<file path="config.mk">
export PLATFORM = sky130hd
export DESIGN_NAME = vdp_hp_outreg
export DESIGN_NICKNAME = d
export VERILOG_FILES = /design/src/vdp_hp_pkg.sv /design/src/vdp_hp_outreg.sv
export SDC_FILE = /design/constraint.sdc
export NUM_CORES = 1
export LEC_CHECK = 0
export BUFFER_PORTS_ARGS = -buffer_cell sky130_fd_sc_hd__buf_2
export CAP_MARGIN = 10
export CORE_MARGIN = 5
export CORE_UTILIZATION = 49
export DETAILED_ROUTE_END_ITERATION = 7
export GPL_TIMING_DRIVEN = 0
export HOLD_SLACK_MARGIN = 0.05
export PLACE_DENSITY = 0.83
export SYNTH_ARGS = -nofsm -noshare
export SYNTH_HDL_FRONTEND = slang
export SYNTH_SLANG_ARGS = --single-unit
</file>
<file path="constraint.sdc">
create_clock -name clk -period 2.4 [get_ports clk]
set_clock_uncertainty 0.05 [all_clocks]
set_input_delay 0.48 -clock clk [delete_from_list [all_inputs] [get_ports clk]]
set_output_delay 0.48 -clock clk [all_outputs]
set_load 0.05 [all_outputs]
</file>
<file path="src/vdp_hp_pkg.sv">
`timescale 1ns / 1ps
`default_nettype none
// ----------------------------------------------------------------------------
// vdp_hp_pkg
// Shared types, request codes and constants for the video host port.
// ----------------------------------------------------------------------------
package vdp_hp_pkg;

	localparam int VRAM_DEPTH = 16384;
	localparam int ADDR_W     = 14;
	localparam int VRAM_AW    = (VRAM_DEPTH > 1) ? $clog2(VRAM_DEPTH) : 1;
	// conditional subtract steps to fold a 14-bit address into the memory
	localparam int MOD_STEPS  = ADDR_W - VRAM_AW + 1;

	typedef enum logic [2:0] {
		REQ_DATA_READ   = 3'd0,
		REQ_STATUS_READ = 3'd1,
		REQ_DATA_WRITE  = 3'd2,
		REQ_CONTROL     = 3'd3,
		REQ_VBLANK      = 3'd4
	} req_code_t;

	// second control byte, bits 7..6
	localparam logic [1:0] CTL_PREFETCH  = 2'b00;
	localparam logic [1:0] CTL_REG_WRITE = 2'b10;

	localparam logic [7:0] STATUS_KEEP_MASK = 8'h1F;
	localparam int         STATUS_VBLANK    = 7;
	localparam int         IRQ_ENABLE_BIT   = 5;

	localparam logic [7:0] REG_MASK [8] = '{
		8'h03, 8'hFB, 8'h0F, 8'hFF, 8'h07, 8'h7F, 8'h07, 8'hFF
	};

	typedef struct packed {
		logic [2:0] req_type;
		logic [7:0] wdata;
	} vdp_req_t;

	typedef struct packed {
		logic [7:0] rdata;
		logic       nmi_request;
		logic [2:0] display_mode;
	} vdp_rsp_t;

	typedef struct packed {
		logic               rd_en;
		logic               wr_en;
		logic [VRAM_AW-1:0] addr;
		logic [7:0]         wdata;
	} mem_req_t;

	// address modulo VRAM_DEPTH by a short chain of conditional subtracts
	function automatic logic [VRAM_AW-1:0] vram_index(input logic [ADDR_W-1:0] a);
		logic [31:0] r;
		logic [31:0] m;
		r = 32'(a);
		for (int k = MOD_STEPS - 1; k >= 0; k--) begin
			m = 32'(VRAM_DEPTH) << k;
			if (r >= m) begin
				r = r - m;
			end
		end
		return r[VRAM_AW-1:0];
	endfunction

endpackage
`default_nettype wire

</file>
<file path="src/vdp_hp_outreg.sv">
`timescale 1ns / 1ps
`default_nettype none
// ----------------------------------------------------------------------------
// vdp_hp_outreg
// Result register with a one-entry skid stage. full goes high when the skid
// holds a result, which stalls the request side.
// ----------------------------------------------------------------------------
module vdp_hp_outreg (
	input  wire                          clk,
	input  wire                          arst_n,
	input  wire                          acc,
	input  vdp_hp_pkg::vdp_rsp_t         result,
	output logic                         rsp_valid,
	input  wire                          rsp_stall,
	output vdp_hp_pkg::vdp_rsp_t         rsp,
	output logic                         full
);

	logic                 out_valid_q;
	logic                 skid_valid_q;
	vdp_hp_pkg::vdp_rsp_t out_q;
	vdp_hp_pkg::vdp_rsp_t skid_q;
	logic                 take;

	assign take = out_valid_q & ~rsp_stall;

	always_ff @(posedge clk or negedge arst_n) begin
		if (!arst_n) begin
			out_valid_q  <= 1'b0;
			skid_valid_q <= 1'b0;
		end else if (skid_valid_q) begin
			if (take) begin
				skid_valid_q <= 1'b0;
			end
		end else if (acc) begin
			if (out_valid_q && !take) begin
				skid_valid_q <= 1'b1;
			end
			out_valid_q <= 1'b1;
		end else if (take) begin
			out_valid_q <= 1'b0;
		end
	end

	always_ff @(posedge clk) begin
		if (skid_valid_q) begin
			if (take) begin
				out_q <= skid_q;
			end
		end else if (acc) begin
			if (out_valid_q && !take) begin
				skid_q <= result;
			end else begin
				out_q <= result;
			end
		end
	end

	assign rsp_valid = out_valid_q;
	assign rsp       = out_q;
	assign full      = skid_valid_q;

endmodule
`default_nettype wire

</file>
Word level (Yosys, flattened, before mapping) --
Cells that the tools add are included.
Storage, ports and cells: register bits 26, output and inout port bits 14
Operators by class: equality and inequality tests 2, multiplexer cells 10, bitwise logic cells 3, reductions and logical operators 7
Operators by type and width (number):
- $mux W12 | 4
- $mux W1 | 6
- $reduce_and A3 Y1 | 2
- $reduce_bool A2 Y1 | 2
- $ne A2 B1 Y1 const B | 1
- $ne A2 B2 Y1 const B | 1
- $not A1 Y1 | 2
- $reduce_and A2 Y1 | 1
- $and A1 B1 Y1 | 1
- $logic_and A1 B1 Y1 | 1
- $logic_not A1 Y1 | 1

Longest topological paths before layout --
Gate-level depths: netlist of the first run.
depth after elaboration 7, mapped depth 4

Worst setup path before layout of the first run --
OpenSTA, ideal clock, no wires.
path type reg2reg, start register skid_valid_q (netlist: full), end register out_q, in the netlist rsp[0] (enable), library setup time 399 ps, arrival 1942 ps, slack 9 ps, stages on the path, launching flop included 5, buffers on the path 2, clock period less this slack 2391 ps, cell sequence dfrtp_1 -> buf_6 -> buf_12 -> nand2_1 -> a21boi_0
Between the ends: cells in the longest elaborated chain, start to end 2, elaborated cells between the ends (all ways) 4, classes of those cells eq/ne: 2; reduce/logical: 2
RTL lines:
- start: declaration | RTL line vdp_hp_outreg.sv:20 | logic skid_valid_q;
- start signal: assignment | RTL line vdp_hp_outreg.sv:30 | skid_valid_q <= 1'b0;
- start signal: assignment | RTL line vdp_hp_outreg.sv:33 | skid_valid_q <= 1'b0;
- start signal: assignment | RTL line vdp_hp_outreg.sv:37 | skid_valid_q <= 1'b1;
- $ne A2 B1 Y1 (no source line), or another cell as far along
- $reduce_and A3 Y1 (no source line) (*)
- end signal: assignment | RTL line vdp_hp_outreg.sv:48 | out_q <= skid_q;
- end signal: assignment | RTL line vdp_hp_outreg.sv:54 | out_q <= result;
- end: declaration | RTL line vdp_hp_outreg.sv:21 | vdp_hp_pkg::vdp_rsp_t out_q;
Every way passes the cells marked *; elsewhere a longest branch is shown, timed or not. A chain may end at the register's enable or synchronous reset.

Worst setup path in the final report of the first run --
start register skid_valid_q (netlist: full), end register skid_q[4] (netlist bit) (enable)
Between the ends: cells in the longest elaborated chain, start to end 2
RTL lines:
- $not A1 Y1 (no source line)
- $reduce_and A3 Y1 (no source line)
- end signal: assignment | RTL line vdp_hp_outreg.sv:52 | skid_q <= result;
- end: declaration | RTL line vdp_hp_outreg.sv:22 | vdp_hp_pkg::vdp_rsp_t skid_q;
Every way passes these cells.

==> results.md, run 1 <==
* DR pass1 iterations at 2
* Die height at 55.42 um
* Critical path data required time at 2.29 ns
* Synth Area in XOR/XNOR at 0%
* Synth Flop Type: edfxtp_1
* Num ports at 30
* Count leader, synth: edfxtp_1
* Critical path's slowest cell: nor2_1
* Final wirelength at 1553 um
* Worst relative slew slack at 33.26%
* WHS Path Cells at 1
* Worst hold path class: primary input to flop
* Area leader, netlist: edfxtp_1
* Dpl ws at 0.4949 ns
* Synth top area cells: edfxtp_1 (71%), mux2_4 (10%), mux2_2 (5.6%), dfrtp_1 (5.0%), buf_12 (2.0%)
* Synth Area in Compound Gates at 2.228%
* Main combinational cell family by area after synthesis: multiplexers
* Via Count at 541
* Yosys reg bits at 26
* Yosys top cell area share at 71.29%
* Leak at 0.0005009 uW
* Num CTS Buffers at 3
* Synth cell types at 13
* Fmax at 0.5222 GHz
* Clock Sinks at 26
* CP Launch Type: flop
* Post-route clock period utilization at 79.79%
* Endpoint type of the worst setup path: flop
* Largest net degree at the start of global routing at 15
* Clock transition at the registers of the reported paths at 0.13 ns
* Min Tclk post-route at 1.915 ns
* FF-to-FF path depth at 3
* Register area share after synthesis at 76.24%
* Post-synth net total at 66
* Post-Synth Adder-Cell Area at 0%
* Layout cells sized above 1 at 55.29%
* Post-CTS Resized at 0
* Peak VDD IR at 776.0 uV
* Post-CTS setup buffers at 0
* Post-synthesis mux area share at 15.97%
* Total inserted antenna cells at 0
* Detailed Route Iter0 Violations at 2
* Top post-synthesis cells by count: edfxtp_1 (24), mux2_4 (7), mux2_2 (5), nand2_1 (3)
* Power per cell area at 1334 mW/mm^2
* Crit-path cells: buf_6 > nand2b_1 > nor2_1
* Max-Cap Viols at 0
* # DRC at 0
* Clk_lat worst skew at 0.31 ns
* PnR worst setup slack at 0.4851 ns
* Simple-Gate Fraction of Synth Area at 2.104%
* Num rows at 16
* Syn Std Cell Area at 0.001011 mm^2
* Clk buf depth at 2
* EDFF count, synth at 24
* Final Non-Filler Cells at 112
* Mean number of vias per cell at 4.830
* GRT Residual Overflow at 0
* Worst Path Max Fanout at 12
* Worst-Margin Slew at 0.9974 ns
* Gpl congestion at 0.6636
* TNS Setup at 0 ns
* Hold Fails Final Rpt at 0
* CTS tree: built
* Synthesized area per cell at 20.22 um^2
* Max H-tree Level at 1
* Area Overhead vs Synth at 22.03%
* Post-layout power at 1645 uW
* Starting Density at 51.53%
* Post-synth ARST share at 7.692%
* Setup violators final at 0
* Wire per inst at 13.87 um
* First-pass GRT wire length at 2490 um
* Post-DRT Antenna Nets at 0
* Unrepaired setup endpoints after global routing: no
* Antenna violations before repair at 0
* All-Layer GR Usage at 10.45%
* Core area at 0.001962 mm^2
* Warnings from Yosys at 0
* IO Port Bufs at 29
* Placed insts at 107
* WP data arrival at 1.81 ns
* Largest stage delay on the critical path at 0.77 ns
* Status: completed
* Cells after Synth at 50
* Max Slew Vio Count at 0
* Root buf cell: clkbuf_4
* Number of hold buffers added after cts at 1
* Die ar. at 0.003071 mm^2
* Die X at 55.42 um
* Vias in the first global route at 551
* Layout net count at 102
* CP Class: flop to flop
* Post-Route Utilization at 62.88%
## worst max-delay path, delay by kind of cell (launching register included)
kind                   cells  cell delay (ns)
buffers and inverters      1             0.14
flip-flops                 1             0.41
AND/OR/NAND/NOR            2             0.94
## cells in the final DEF, fill, tap and decap left out, types with 2 or more instances in the layout
master and count:
edfxtp_1 24, a21oi_1 2, nand2_1 3, clkbuf_4 3
mux2_2 5, mux2_4 7, buf_2 29, dfrtp_1 2
## through the flow
step	hold slack [ns]	area, um^2
after global routing	0.2838	1234
final	0.2981	1234
after CTS	0.2904	1234
after floorplan	0.1344	1011
after global placement	0.2156	1190
after detailed placement	0.2202	1197
## state kept, by name, indices dropped and copies added (netlist names)
name and cells:
full 1, rsp 12, rsp_valid 1, skid_q 12
## cells by family (layout without fill, tap and decap cells)
logic type,Yosys count,in the layout
AO/OA/AOI/OAI,4,4
AND/OR/NAND/NOR,5,5
buffers and inverters,3,38
flip-flops,26,26
multiplexers,12,12
## metal layers
layer | global-route usage [%] | wire, um | share of wire [%] | vias up
met4 | 5.208 | 0 | 0 | 0
met5 | 0 | 0 | 0 | -
met1 | 12.07 | 655 | 42 | 263
met2 | 16.89 | 761 | 49 | 19
met3 | 3.963 | 136 | 8.8 | 0
li1 | - | - | - | 259
## area by class of cell
type,count,area [um^2]
Clock buffer,3,22.52
Multi-Input combinational cell,21,205.2
Buffer,2,31.28
Timing Repair Buffer,31,162.7
Clock inverter,1,3.754
Fill cell,162,728.2
Sequential cell,26,770.7
Inverter,1,3.754
Tap cell,27,33.78
## final timing paths
check | startpoint | endpoint | slack [ns]
max | full | skid_q[4] | 0.49
min | result[11] | skid_q[11] | 0.30
max reg2reg | full | skid_q[4] | 0.49
min reg2reg | rsp_valid | full | 0.51
max in group asynchronous | arst_n | rsp_valid | 1.79
min in group asynchronous | arst_n | full | 0.41
## power by group
part	switching (uW)	internal [uW]	leakage [uW]	total [uW]
sequential	38.3	659	0.000247	697
combinational	522	248	0.000239	770
clock	117	60.7	0.0000154	178
total	678	968	0.000501	1650
Power figures use the tool's default switching activity.
==> inputs of run 2 (changes only) <==
--- a/config.mk
+++ b/config.mk
@@ -5,6 +5,7 @@
 export SDC_FILE = /design/constraint.sdc
 export NUM_CORES = 1
 export LEC_CHECK = 0
+export ABC_AREA = 1
 export BUFFER_PORTS_ARGS = -buffer_cell sky130_fd_sc_hd__buf_2
 export CAP_MARGIN = 10
 export CORE_MARGIN = 5
==> constraint.sdc (replaced) <==
create_clock -name clk -period 1.8 [get_ports clk]
set_clock_uncertainty 0.05 [all_clocks]
set_input_delay 0.36 -clock clk [delete_from_list [all_inputs] [get_ports clk]]
set_output_delay 0.36 -clock clk [all_outputs]
set_load 0.05 [all_outputs]
==> results.md, run 2 <==
* Die X at 55.90 um
* Register area share after synthesis at 74.67%
* Starting Density at 52.08%
* Clock Sinks at 26
* Die height at 55.90 um
* CP Class: flop to flop
* Post-synthesis mux area share at 0%
* Synth Flop Type: edfxtp_1
* All-Layer GR Usage at 11.63%
* Synth Area in Compound Gates at 0%
* Endpoint type of the worst setup path: flop
* Mean number of vias per cell at 4.579
* Critical path data required time at 1.71 ns
* Synth cell types at 10
* Most frequent cells in the layout: nand2_1 (40), buf_2 (29), edfxtp_1 (24), nand2_2 (5), inv_1 (5)
* IO Port Bufs at 29
* Via Count at 664
* DR pass1 iterations at 4
* Die ar. at 0.003124 mm^2
* Post-CTS Resized at 0
* Largest net degree at the start of global routing at 15
* Setup violators final at 0
* Gpl congestion at 0.6597
* Dpl ws at 0.2371 ns
* EDFF count, synth at 24
* Leak at 0.0005799 uW
* Total inserted antenna cells at 0
* Root buf cell: clkbuf_4
* Post-Synth Adder-Cell Area at 0%
* Worst hold path class: primary input to flop
* Cells after Synth at 84
* Layout cells sized above 1 at 35.59%
* Post-synth ARST share at 7.692%
* Yosys top cell area share at 69.82%
* Peak VDD IR at 1015 uV
* Synth Area in XOR/XNOR at 0%
* GRT Residual Overflow at 0
* Wire per inst at 12.05 um
* First-pass GRT wire length at 2835 um
* Final wirelength at 1747 um
* Synthesized area per cell at 12.29 um^2
* Num CTS Buffers at 3
* Status: completed
* Detailed Route Iter0 Violations at 20
* Layout net count at 135
* Area Overhead vs Synth at 21.09%
* Power per cell area at 1766 mW/mm^2
* Post-route clock period utilization at 86.02%
* Worst relative slew slack at 59.34%
* Vias in the first global route at 653
* Main combinational cell family by area after synthesis: simple AND/OR/NAND/NOR gates
* Synth top area cells: edfxtp_1 (70%), nand2_1 (15%), dfrtp_1 (4.8%), nand2_2 (3.0%), buf_6 (2.2%)
* Num ports at 30
* Antenna violations before repair at 0
* WP data arrival at 1.46 ns
* Count leader, synth: nand2_1
* Num rows at 16
* Commonest non-fill, non-tap cell in the layout: nand2_1
* Warnings from Yosys at 0
* TNS Setup at 0 ns
* Simple-Gate Fraction of Synth Area at 19.15%
* Area leader, netlist: edfxtp_1
* Clk buf depth at 2
* Post-synth net total at 100
* Worst-Margin Slew at 0.6092 ns
* PnR worst setup slack at 0.2516 ns
* Hpwl dp at 1293 um
* Min Tclk post-route at 1.548 ns
* Unrepaired setup endpoints after global routing: no
* Core area at 0.001982 mm^2
* Fill count at 150
* Worst Path Max Fanout at 12
* CP Launch Type: flop
* Top post-synthesis cells by count: nand2_1 (40), edfxtp_1 (24), inv_1 (5), nand2_2 (5), nor2_1 (3)
* Syn Std Cell Area at 0.001032 mm^2
* # DRC at 0
* Clk_lat worst skew at 0.31 ns
* Max H-tree Level at 1
* Post-DRT Antenna Nets at 0
* Hold Fails Final Rpt at 0
* Max-Cap Viols at 0
* Clock transition at the registers of the reported paths at 0.13 ns
* Max Slew Vio Count at 0
* Fmax at 0.6458 GHz
* Yosys reg bits at 26
* CTS tree: built
## run 2: what timing repair did
action,in CTS,in global routing
hold endpoints to repair,2,0
hold buffers,1,0
buffers inserted,0,0
## run 2: layout make-up
class	instances	area (um^2)	share of cell area (%)
repair buffers	30	155.1	12.41
well taps	27	33.78	2.703
multi-input cells	49	200.2	16.02
flip-flops and latches	26	770.7	61.66
plain buffers	3	36.28	2.903
clock buffers	4	26.28	2.102
inverters	6	27.53	2.202
## run 2: cells by family after synthesis
| family | count (synthesis) |
|---|---|
| buffers and inverters | 9 |
| flip-flops | 26 |
| AND/OR/NAND/NOR | 49 |
## run 2: stage by stage
stage	hold slack [ns]	total power (uW)	util (%)	instance area, um^2	instances
2_1_floorplan	0.01441	1764	-	1035	84
3_3_place_gp	0.09551	1960	61.24	1214	140
3_5_place_dp	0.09927	1988	61.24	1214	140
4_1_cts	0.1724	2232	63.07	1250	145
5_1_grt	0.1558	2339	63.07	1250	145
6_report	0.1837	2208	63.07	1250	145
## run 2: final timing paths
| check | from | to | slack, ns | cells past startpoint |
|---|---|---|---|---|
| setup / recovery | full | rsp[6] | 0.25 | 4 |
| hold / removal | result[0] | skid_q[0] | 0.18 | 1 |
| setup reg to reg | full | rsp[6] | 0.25 | 4 |
| hold reg to reg | skid_q[2] | rsp[2] | 0.49 | 2 |
| max in group asynchronous | arst_n | rsp_valid | 1.31 | 2 |
| min in group asynchronous | arst_n | full | 0.29 | 2 |
## run 2: routing by layer
metal,vias to the layer above,routed length [um],track usage [%]
met1,304,702,13.84
li1,338,-,-
met2,20,904,20.27
met5,-,0,0
met3,2,124,3.016
met4,0,16,4.068
## run 2: report_power, final
group | internal (uW) | total, uW | switching, uW
Combinational | 236 | 1020 | 786
Sequential | 890 | 942 | 51.5
Clock | 86.5 | 244 | 158
Total | 1210 | 2210 | 996
## run 2: critical path: stages (launching register included)
cell and delay (ns):
dfrtp_1 0.41, buf_6 0.15, nand2_1 0.06, nand2_1 0.05, nor2_2 0.47
