==> config.mk <==
export PLATFORM = sky130hd
export DESIGN_NAME = vdp_hp_core
export DESIGN_NICKNAME = d
export VERILOG_FILES = /design/src/vdp_hp_pkg.sv /design/src/vdp_hp_core.sv
export SDC_FILE = /design/constraint.sdc
export NUM_CORES = 1
export LEC_CHECK = 0
export BUFFER_PORTS_ARGS = -buffer_cell sky130_fd_sc_hd__buf_2
export CAP_MARGIN = 20
export CELL_PAD_IN_SITES_DETAIL_PLACEMENT = 1
export CELL_PAD_IN_SITES_GLOBAL_PLACEMENT = 2
export CORE_ASPECT_RATIO = 0.75
export CORE_MARGIN = 10
export CORE_UTILIZATION = 29
export DETAILED_ROUTE_END_ITERATION = 7
export HOLD_SLACK_MARGIN = 0.05
export MAX_ROUTING_LAYER = met4
export PLACE_DENSITY = 0.84
export SYNTH_ARGS = -nofsm -noshare
export SYNTH_HDL_FRONTEND = slang
export SYNTH_SLANG_ARGS = --single-unit
==> constraint.sdc <==
create_clock -name clk -period 1.7 [get_ports clk]
set_input_delay 0.17 -clock clk [delete_from_list [all_inputs] [get_ports clk]]
set_output_delay 0.17 -clock clk [all_outputs]
set_load 0.1 [all_outputs]
==> src/vdp_hp_pkg.sv <==
`timescale 1ns / 1ps
`default_nettype none
// ----------------------------------------------------------------------------
// vdp_hp_pkg
// Shared types, request codes and constants for the video host port.
// ----------------------------------------------------------------------------
package vdp_hp_pkg;

	localparam int VRAM_DEPTH = 16384;
	localparam int ADDR_W     = 14;
	localparam int VRAM_AW    = (VRAM_DEPTH > 1) ? $clog2(VRAM_DEPTH) : 1;
	// conditional subtract steps to fold a 14-bit address into the memory
	localparam int MOD_STEPS  = ADDR_W - VRAM_AW + 1;

	typedef enum logic [2:0] {
		REQ_DATA_READ   = 3'd0,
		REQ_STATUS_READ = 3'd1,
		REQ_DATA_WRITE  = 3'd2,
		REQ_CONTROL     = 3'd3,
		REQ_VBLANK      = 3'd4
	} req_code_t;

	// second control byte, bits 7..6
	localparam logic [1:0] CTL_PREFETCH  = 2'b00;
	localparam logic [1:0] CTL_REG_WRITE = 2'b10;

	localparam logic [7:0] STATUS_KEEP_MASK = 8'h1F;
	localparam int         STATUS_VBLANK    = 7;
	localparam int         IRQ_ENABLE_BIT   = 5;

	localparam logic [7:0] REG_MASK [8] = '{
		8'h03, 8'hFB, 8'h0F, 8'hFF, 8'h07, 8'h7F, 8'h07, 8'hFF
	};

	typedef struct packed {
		logic [2:0] req_type;
		logic [7:0] wdata;
	} vdp_req_t;

	typedef struct packed {
		logic [7:0] rdata;
		logic       nmi_request;
		logic [2:0] display_mode;
	} vdp_rsp_t;

	typedef struct packed {
		logic               rd_en;
		logic               wr_en;
		logic [VRAM_AW-1:0] addr;
		logic [7:0]         wdata;
	} mem_req_t;

	// address modulo VRAM_DEPTH by a short chain of conditional subtracts
	function automatic logic [VRAM_AW-1:0] vram_index(input logic [ADDR_W-1:0] a);
		logic [31:0] r;
		logic [31:0] m;
		r = 32'(a);
		for (int k = MOD_STEPS - 1; k >= 0; k--) begin
			m = 32'(VRAM_DEPTH) << k;
			if (r >= m) begin
				r = r - m;
			end
		end
		return r[VRAM_AW-1:0];
	endfunction

endpackage
`default_nettype wire

==> src/vdp_hp_core.sv <==
`timescale 1ns / 1ps
`default_nettype none
// ----------------------------------------------------------------------------
// vdp_hp_core
// Port state (address, latch, mode registers, status) and the per-request
// decode that forms the result and the memory access.
// ----------------------------------------------------------------------------
module vdp_hp_core (
	input  wire                          clk,
	input  wire                          arst_n,
	input  wire                          acc,
	input  vdp_hp_pkg::vdp_req_t         req,
	input  wire  [7:0]                   mem_rdata,
	output vdp_hp_pkg::mem_req_t         mem_req,
	output vdp_hp_pkg::vdp_rsp_t         result
);

	logic [vdp_hp_pkg::ADDR_W-1:0] addr_q, addr_d;
	logic [7:0]                    latch_q, latch_d;
	logic                          latch_mem_q, latch_mem_d; // latch lives in memory read register
	logic                          first_q, first_d;
	logic [7:0]                    status_q, status_d;
	logic [2:0]                    mode_q, mode_d;
	logic [7:0]                    regs_q [8];

	logic [7:0]                    latch_cur;
	logic [vdp_hp_pkg::ADDR_W-1:0] new_addr;
	logic [vdp_hp_pkg::ADDR_W-1:0] mem_addr;
	logic [2:0]                    reg_idx;
	logic [7:0]                    reg_val;
	logic [7:0]                    r0_new, r1_new;
	logic                          reg_we;
	logic                          rd_en, wr_en;
	logic [7:0]                    rd;
	logic                          nmi;

	assign latch_cur = latch_mem_q ? mem_rdata : latch_q;
	assign new_addr  = {req.wdata[5:0], latch_cur};
	assign reg_idx   = req.wdata[2:0];
	assign reg_val   = latch_cur & vdp_hp_pkg::REG_MASK[reg_idx];
	assign r0_new    = (reg_idx == 3'd0) ? reg_val : regs_q[0];
	assign r1_new    = (reg_idx == 3'd1) ? reg_val : regs_q[1];

	always_comb begin
		addr_d      = addr_q;
		latch_d     = latch_q;
		latch_mem_d = latch_mem_q;
		first_d     = first_q;
		status_d    = status_q;
		mode_d      = mode_q;
		mem_addr    = addr_q;
		reg_we      = 1'b0;
		rd_en       = 1'b0;
		wr_en       = 1'b0;
		rd          = 8'h00;
		nmi         = 1'b0;
		unique case (req.req_type)
			vdp_hp_pkg::REQ_DATA_READ: begin
				first_d     = 1'b1;
				rd          = latch_cur;
				rd_en       = 1'b1;
				latch_mem_d = 1'b1;
				addr_d      = addr_q + 1'b1;
			end
			vdp_hp_pkg::REQ_STATUS_READ: begin
				first_d  = 1'b1;
				rd       = status_q;
				status_d = status_q & vdp_hp_pkg::STATUS_KEEP_MASK;
			end
			vdp_hp_pkg::REQ_DATA_WRITE: begin
				first_d     = 1'b1;
				latch_d     = req.wdata;
				latch_mem_d = 1'b0;
				wr_en       = 1'b1;
				addr_d      = addr_q + 1'b1;
			end
			vdp_hp_pkg::REQ_CONTROL: begin
				if (first_q) begin
					first_d     = 1'b0;
					addr_d      = {addr_q[vdp_hp_pkg::ADDR_W-1:8], req.wdata};
					latch_d     = req.wdata;
					latch_mem_d = 1'b0;
				end else begin
					first_d = 1'b1;
					addr_d  = new_addr;
					if (req.wdata[7:6] == vdp_hp_pkg::CTL_PREFETCH) begin
						mem_addr    = new_addr;
						rd_en       = 1'b1;
						latch_mem_d = 1'b1;
						addr_d      = new_addr + 1'b1;
					end else if (req.wdata[7:6] == vdp_hp_pkg::CTL_REG_WRITE) begin
						reg_we = 1'b1;
						// enable newly set while a vblank is pending
						nmi = (reg_idx == 3'd1) && reg_val[vdp_hp_pkg::IRQ_ENABLE_BIT]
							&& !regs_q[1][vdp_hp_pkg::IRQ_ENABLE_BIT]
							&& status_q[vdp_hp_pkg::STATUS_VBLANK];
						if (reg_idx[2:1] == 2'b00) begin
							mode_d = {r1_new[3], r0_new[1], r1_new[4]};
						end
					end
				end
			end
			vdp_hp_pkg::REQ_VBLANK: begin
				nmi = regs_q[1][vdp_hp_pkg::IRQ_ENABLE_BIT]
					&& !status_q[vdp_hp_pkg::STATUS_VBLANK];
				status_d[vdp_hp_pkg::STATUS_VBLANK] = 1'b1;
			end
			default: begin
			end
		endcase
	end

	always_ff @(posedge clk or negedge arst_n) begin
		if (!arst_n) begin
			addr_q      <= '0;
			latch_q     <= 8'h00;
			latch_mem_q <= 1'b0;
			first_q     <= 1'b1;
			status_q    <= 8'h00;
			mode_q      <= 3'd0;
			for (int i = 0; i < 8; i++) begin
				regs_q[i] <= 8'h00;
			end
		end else if (acc) begin
			addr_q      <= addr_d;
			latch_q     <= latch_d;
			latch_mem_q <= latch_mem_d;
			first_q     <= first_d;
			status_q    <= status_d;
			mode_q      <= mode_d;
			if (reg_we) begin
				regs_q[reg_idx] <= reg_val;
			end
		end
	end

	always_comb begin
		mem_req.rd_en = acc & rd_en;
		mem_req.wr_en = acc & wr_en;
		mem_req.addr  = vdp_hp_pkg::vram_index(mem_addr);
		mem_req.wdata = req.wdata;
	end

	always_comb begin
		result.rdata        = rd;
		result.nmi_request  = nmi;
		result.display_mode = mode_d;
	end

endmodule
`default_nettype wire

Word level (Yosys, flattened, before mapping) --
Memory sizes are Yosys's and may differ from the RTL's. Cells that the tools add are included.
Word-level totals: ROM bits 64, bits of input ports 22, memories 1, word-level logic and storage cells 98, output and inout bits 36, bits in registers 92
Operators by class: order comparisons 2, equality and inequality tests 9, add/subtract/negate cells 2, reduce and logical (&&, ||, !) cells 25, mux-type cells 40, bitwise logic cells 4
Memories:
- (no name shown) | words 8, bits a word 8, rd ports 1, clocked after Yosys merged registers in 0, write ports 0, line vdp_hp_core.sv:40 | assign reg_val = latch_cur & vdp_hp_pkg::REG_MASK[reg_idx];
Operators by type and width (number):
- $mux 14 | 5
- $bwmux 64 | 1
- $mux 8 | 5
- $pmux 8 s2 | 2
- $add 14x1->14 const B | 2
- $pmux 14 s2 | 1
- $demux 8 s3 | 1
- $mux 3 | 5
- $mux 1 | 13
- $reduce_and 3->1 | 3
- $and 8x8->8 | 1
- $pmux 1 s2 | 4
- $reduce_and 2->1 | 4
- $reduce_bool 2->1 | 4
- $eq 3x1->1 const B | 2
- $eq 3x2->1 const B | 2
- $logic_not 3->1 | 2
- $logic_and 1x1->1 | 5
- $mux 5 | 1
- $ge 4x4->1 const B | 1
- $logic_not 2->1 | 2
- $lt 4x1->1 const B | 1
- $ne 2x2->1 const B | 2
- $not 3->4 | 1
- 10 further kinds | 12

Depth between registers and ports, before layout --
depth in word-level cells 12, mapped depth 8, gate-level depth less buffers 7

Worst setup path after synthesis --
OpenSTA, ideal clock, no wires.
path kind register to output, start point register first_q, end point output mem_req[23] in the netlist's numbering, setup slack -1.766 ns, arrival time 3.296 ns, path buffers 2, stages on the path, launching flop included 6, required time 1.530 ns, cell sequence dfstp_2 nor4bb_1 buf_2 nand2_1 buf_2 a21boi_0
RTL lines:
- from (decl) | line vdp_hp_core.sv:21 | logic first_q, first_d;
- from (signal assigned) | line vdp_hp_core.sv:128 | first_q <= first_d;
- to (decl) | line vdp_hp_core.sv:14 | output vdp_hp_pkg::mem_req_t mem_req,

==> Implementation_results.wiki <==
{| class="wikitable"
! Metric !! Value
|-
| Main synth FF type || sky130_fd_sc_hd__dfrtp_1
|-
| Combined global-route utilization of all metal layers || 0.221
|-
| Critical path data required time || 1.53 ns
|-
| Portion of the post-synthesis area used by sequential elements || 0.324
|-
| H-Tree Depth || 2
|-
| Synth async-reset ratio || 1.00
|-
| Slowest stage delay, CP || 0.39 ns
|-
| Number of primary I/O pins || 58
|-
| Vias in the first global route || 3340
|-
| Power per unit of standard cell area || 1140 nW/um2
|-
| Starting utilization of the core area || 0.295
|-
| Min-Delay Endpoint || latch_q[7]
|-
| Max clock buf depth || 2
|-
| Worst slew margin relative to its limit || 0.662
|-
| Width of the die || 127 um
|-
| Final-report max-slew violation count || 0
|-
| Synthesized netlist net count || 310
|-
| Die area || 12700 um2
|-
| Count of clock tree sinks || 32
|-
| Worst R2R Setup Slack || -0.39 ns
|-
| Critical path cell sequence || nor4bb_4 -> and4b_1 -> buf_12 -> mux2_4 -> buf_12
|-
| Number of DRC violations after detailed routing || 0
|-
| Worst Path Buf+Inv || 2
|-
| Starting DRT DRC Count || 275
|-
| Core utilization of the finished layout || 0.578
|-
| Leakage power figure || 2.09 nW
|-
| Min Clock Period, post-route || 2.17 ns
|-
| Setup Total Neg Slack || -16.78 ns
|-
| Clock latency reported for the late side of the worst-skew pair || 0.30 ns
|-
| Core area || 8380 um2
|-
| Count of standard-cell rows || 29
|-
| Number of antenna violations at the first check in global routing || 1
|-
| Number of buffers created by CTS || 5
|-
| Slew at the pin closest to its max-slew limit || 0.510 ns
|-
| Share of the clock period used by the worst path after layout || 1.28
|-
| Type of the setup path with the least slack || register to output port
|-
| Unrepaired setup endpoints after global routing || true
|-
| FF-to-FF End || latch_q[1]
|-
| Seq cells post-synth || 32
|-
| Cell with the biggest individual delay on the critical path || sky130_fd_sc_hd__dfstp_2
|-
| Count of cells along the worst register-to-register path || 8
|-
| Beginning of the worst register-to-register path || first_q
|-
| Post-detailed-route count of antenna-violating nets || 0
|-
| Final Skew || 0.0121 ns
|-
| Number of buffer cells added on primary ports || 57
|-
| Overall routed net length || 16.3 mm
|-
| Crit. End Element || output port
|-
| Critical path's most frequent cell || sky130_fd_sc_hd__buf_12
|-
| Highest ir drop seen on vdd || 0.000800 V
|-
| Post-Synthesis Cell Area || 2480 um2
|-
| Worst Path Max Fanout || 5
|-
| Dominant cells by area after synthesis || sky130_fd_sc_hd__dfrtp_1 (31%), sky130_fd_sc_hd__mux2_2 (8.2%), sky130_fd_sc_hd__nand2_1 (4.7%)
|-
| Class of the tightest hold or removal check || primary input to register
|-
| Vias || 3196
|-
| Area leader, netlist || sky130_fd_sc_hd__dfrtp_1
|-
| Global-route wire length before repair || 21.1 mm
|-
| Worst endpoint data arrival time || 2.00 ns
|-
| Cell depth of the worst setup path || 5
|-
| Ranking of synthesized cells by instance count || sky130_fd_sc_hd__dfrtp_1 (31), sky130_fd_sc_hd__nand2_1 (31), sky130_fd_sc_hd__nor2_1 (27), sky130_fd_sc_hd__o21ai_0 (23), sky130_fd_sc_hd__mux2_2 (18)
|-
| Total of max-cap violations || 0
|-
| Synth top area share || 0.313
|-
| Final Instance Area || 4850 um2
|-
| Total of warnings raised by yosys || 0
|-
| Clock-pin transition on the worst setup and hold timing paths || 0.06 ns
|-
| Kind of launch point of the worst setup path || register
|-
| Fraction of layout instances using a drive strength above 1 || 0.614
|-
| Source of the worst hold timing path || req[7]
|-
| Detailed placement HPWL || 8.87 mm
|-
| Pre-antenna DRT Iters || 5
|-
| Worst hold-check slack || 0.279 ns
|-
| Area post-placement || 3910 um2
|-
| Post-synthesis average cell area || 8.66 um2
|-
| Crit-path leading delay family || simple AND/OR/NAND/NOR gates
|-
| TritonCTS clock tree || built
|-
| Post-layout net count || 437
|-
| Distinct cells, synth || 55
|-
| Fin. Hold Viols || 0
|-
| Routed wire per std cell || 31.2 um
|-
| PnR worst setup slack || -0.470 ns
|-
| Synthesis-to-layout area growth || 95.8%
|-
| Cell depth of the worst hold path || 2
|-
| Count of final setup violators || 56
|-
| Detailed-route vias per instance || 6.11
|-
| Gpl congestion || 0.898
|-
| Run status || finished, violations left
|-
| Post-synth EDFFs || 0
|-
| Pin count of the biggest net entering global routing || 18
|-
| Clock Root Buffer || sky130_fd_sc_hd__clkbuf_16
|-
| Die Height || 100 um
|-
| Fmax || 461 MHz
|-
| Cells after Synth || 286
|-
| GR Overflow Total || 0
|-
| Failing checks || negative setup slack
|}
## registers in the layout (all words and copies together) (netlist names)
| name | cells |
|---|---|
| addr_q | 14 |
| regs_q | 4 |
| status_q | 1 |
| latch_q | 8 |
| latch_mem_q | 1 |
| first_q | 1 |
| mode_q | 3 |
## kinds of logic after synthesis
kind of cell               share of synthesized area
and+or+nand+nor                                0.228
adders and majority gates                     0.0101
DFF                                            0.324
muxes                                          0.152
xor gates and xnor gates                      0.0424
buffers and inverters                         0.0581
AOI/OAI and AO/OA                              0.185
## worst max path at each step
stage | start | end | slack, ns
after floorplan | req[8] | result[10] | -0.27
after global placement | latch_mem_q | addr_q[13] | -0.13
after global routing | first_q | result[0] | -0.48
after detailed placement | latch_mem_q | addr_q[4] | -0.22
after CTS | first_q | result[2] | -0.34
final | first_q | result[0] | -0.47
## repair_timing
action                                  4_1_cts  5_1_grt
resized for setup                            79       39
hold endpoints to repair                     14        0
gates cloned                                  1        2
pin swaps                                    23       26
buffers inserted                             16        9
endpoints found under the setup margin       55       56
hold buffers                                  1        0
## placed cells by master, fill, tap and decap left out, types with 3 or more instances in the layout
cell type                   synthesis  layout
sky130_fd_sc_hd__a21oi_1           17      13
sky130_fd_sc_hd__a21oi_2            2       5
sky130_fd_sc_hd__a311oi_1           3       3
sky130_fd_sc_hd__a31oi_1            3       3
sky130_fd_sc_hd__a41oi_1            3       3
sky130_fd_sc_hd__and3_1             3       3
sky130_fd_sc_hd__and4_1             3       3
sky130_fd_sc_hd__buf_12             0      31
sky130_fd_sc_hd__buf_2              4      29
sky130_fd_sc_hd__buf_4             10      52
sky130_fd_sc_hd__buf_6              1      27
sky130_fd_sc_hd__clkbuf_16          0       6
sky130_fd_sc_hd__dfrtp_1           31      30
sky130_fd_sc_hd__mux2_2            18       3
sky130_fd_sc_hd__mux2_4             4      19
sky130_fd_sc_hd__mux2i_1           10       3
sky130_fd_sc_hd__mux2i_4            0       8
sky130_fd_sc_hd__nand2_1           31      19
sky130_fd_sc_hd__nand2_2            0       7
sky130_fd_sc_hd__nand2_4            1       5
sky130_fd_sc_hd__nand2b_1           4       4
sky130_fd_sc_hd__nand3_1           15      12
sky130_fd_sc_hd__nand3_4            0       3
sky130_fd_sc_hd__nand4_1            4       4
sky130_fd_sc_hd__nor2_1            27      17
sky130_fd_sc_hd__nor2_4             0       9
sky130_fd_sc_hd__nor2b_1            3       3
sky130_fd_sc_hd__nor3_1             6       3
sky130_fd_sc_hd__o21ai_0           23       8
sky130_fd_sc_hd__o21ai_1            0       3
sky130_fd_sc_hd__o21ai_2            0       3
sky130_fd_sc_hd__o21ai_4            0       9
sky130_fd_sc_hd__o22ai_1            5       3
sky130_fd_sc_hd__xnor2_2            0       3
sky130_fd_sc_hd__xor2_2             0       4
## through the flow
step	total power, W	worst slack [ns]	cells
global placement	0.00368	-0.134	491
finish	0.00551	-0.470	523
floorplan	0.00267	-0.273	286
global route	0.00562	-0.480	523
CTS	0.00520	-0.343	516
detailed placement	0.00376	-0.219	491
## cell type report
type	count	area (um2)
multi-input combinational	230	2220
fill	836	3530
timing repair buffer	141	1500
sequential	32	803
inverter	3	11.3
tap	108	135
clock inverter	1	30.0
clock buffer	7	153
antenna	1	2.50
## power by group
group / total [W] / switching (W) / internal, W
clock network: 0.00117 / 0.000400 / 0.000773
registers: 0.00111 / 0.000205 / 0.000905
logic: 0.00323 / 0.00197 / 0.00126
total: 0.00551 / 0.00258 / 0.00294
## metal layers
layer	up-vias	share of wire	GRT usage
met3	64	0.094	0.0411
met2	225	0.47	0.366
li1	1291	-	-
met1	1616	0.39	0.264
met5	-	0	-
met4	0	0.045	0.0777
Note: power is estimated with default switching activity, not from simulation.
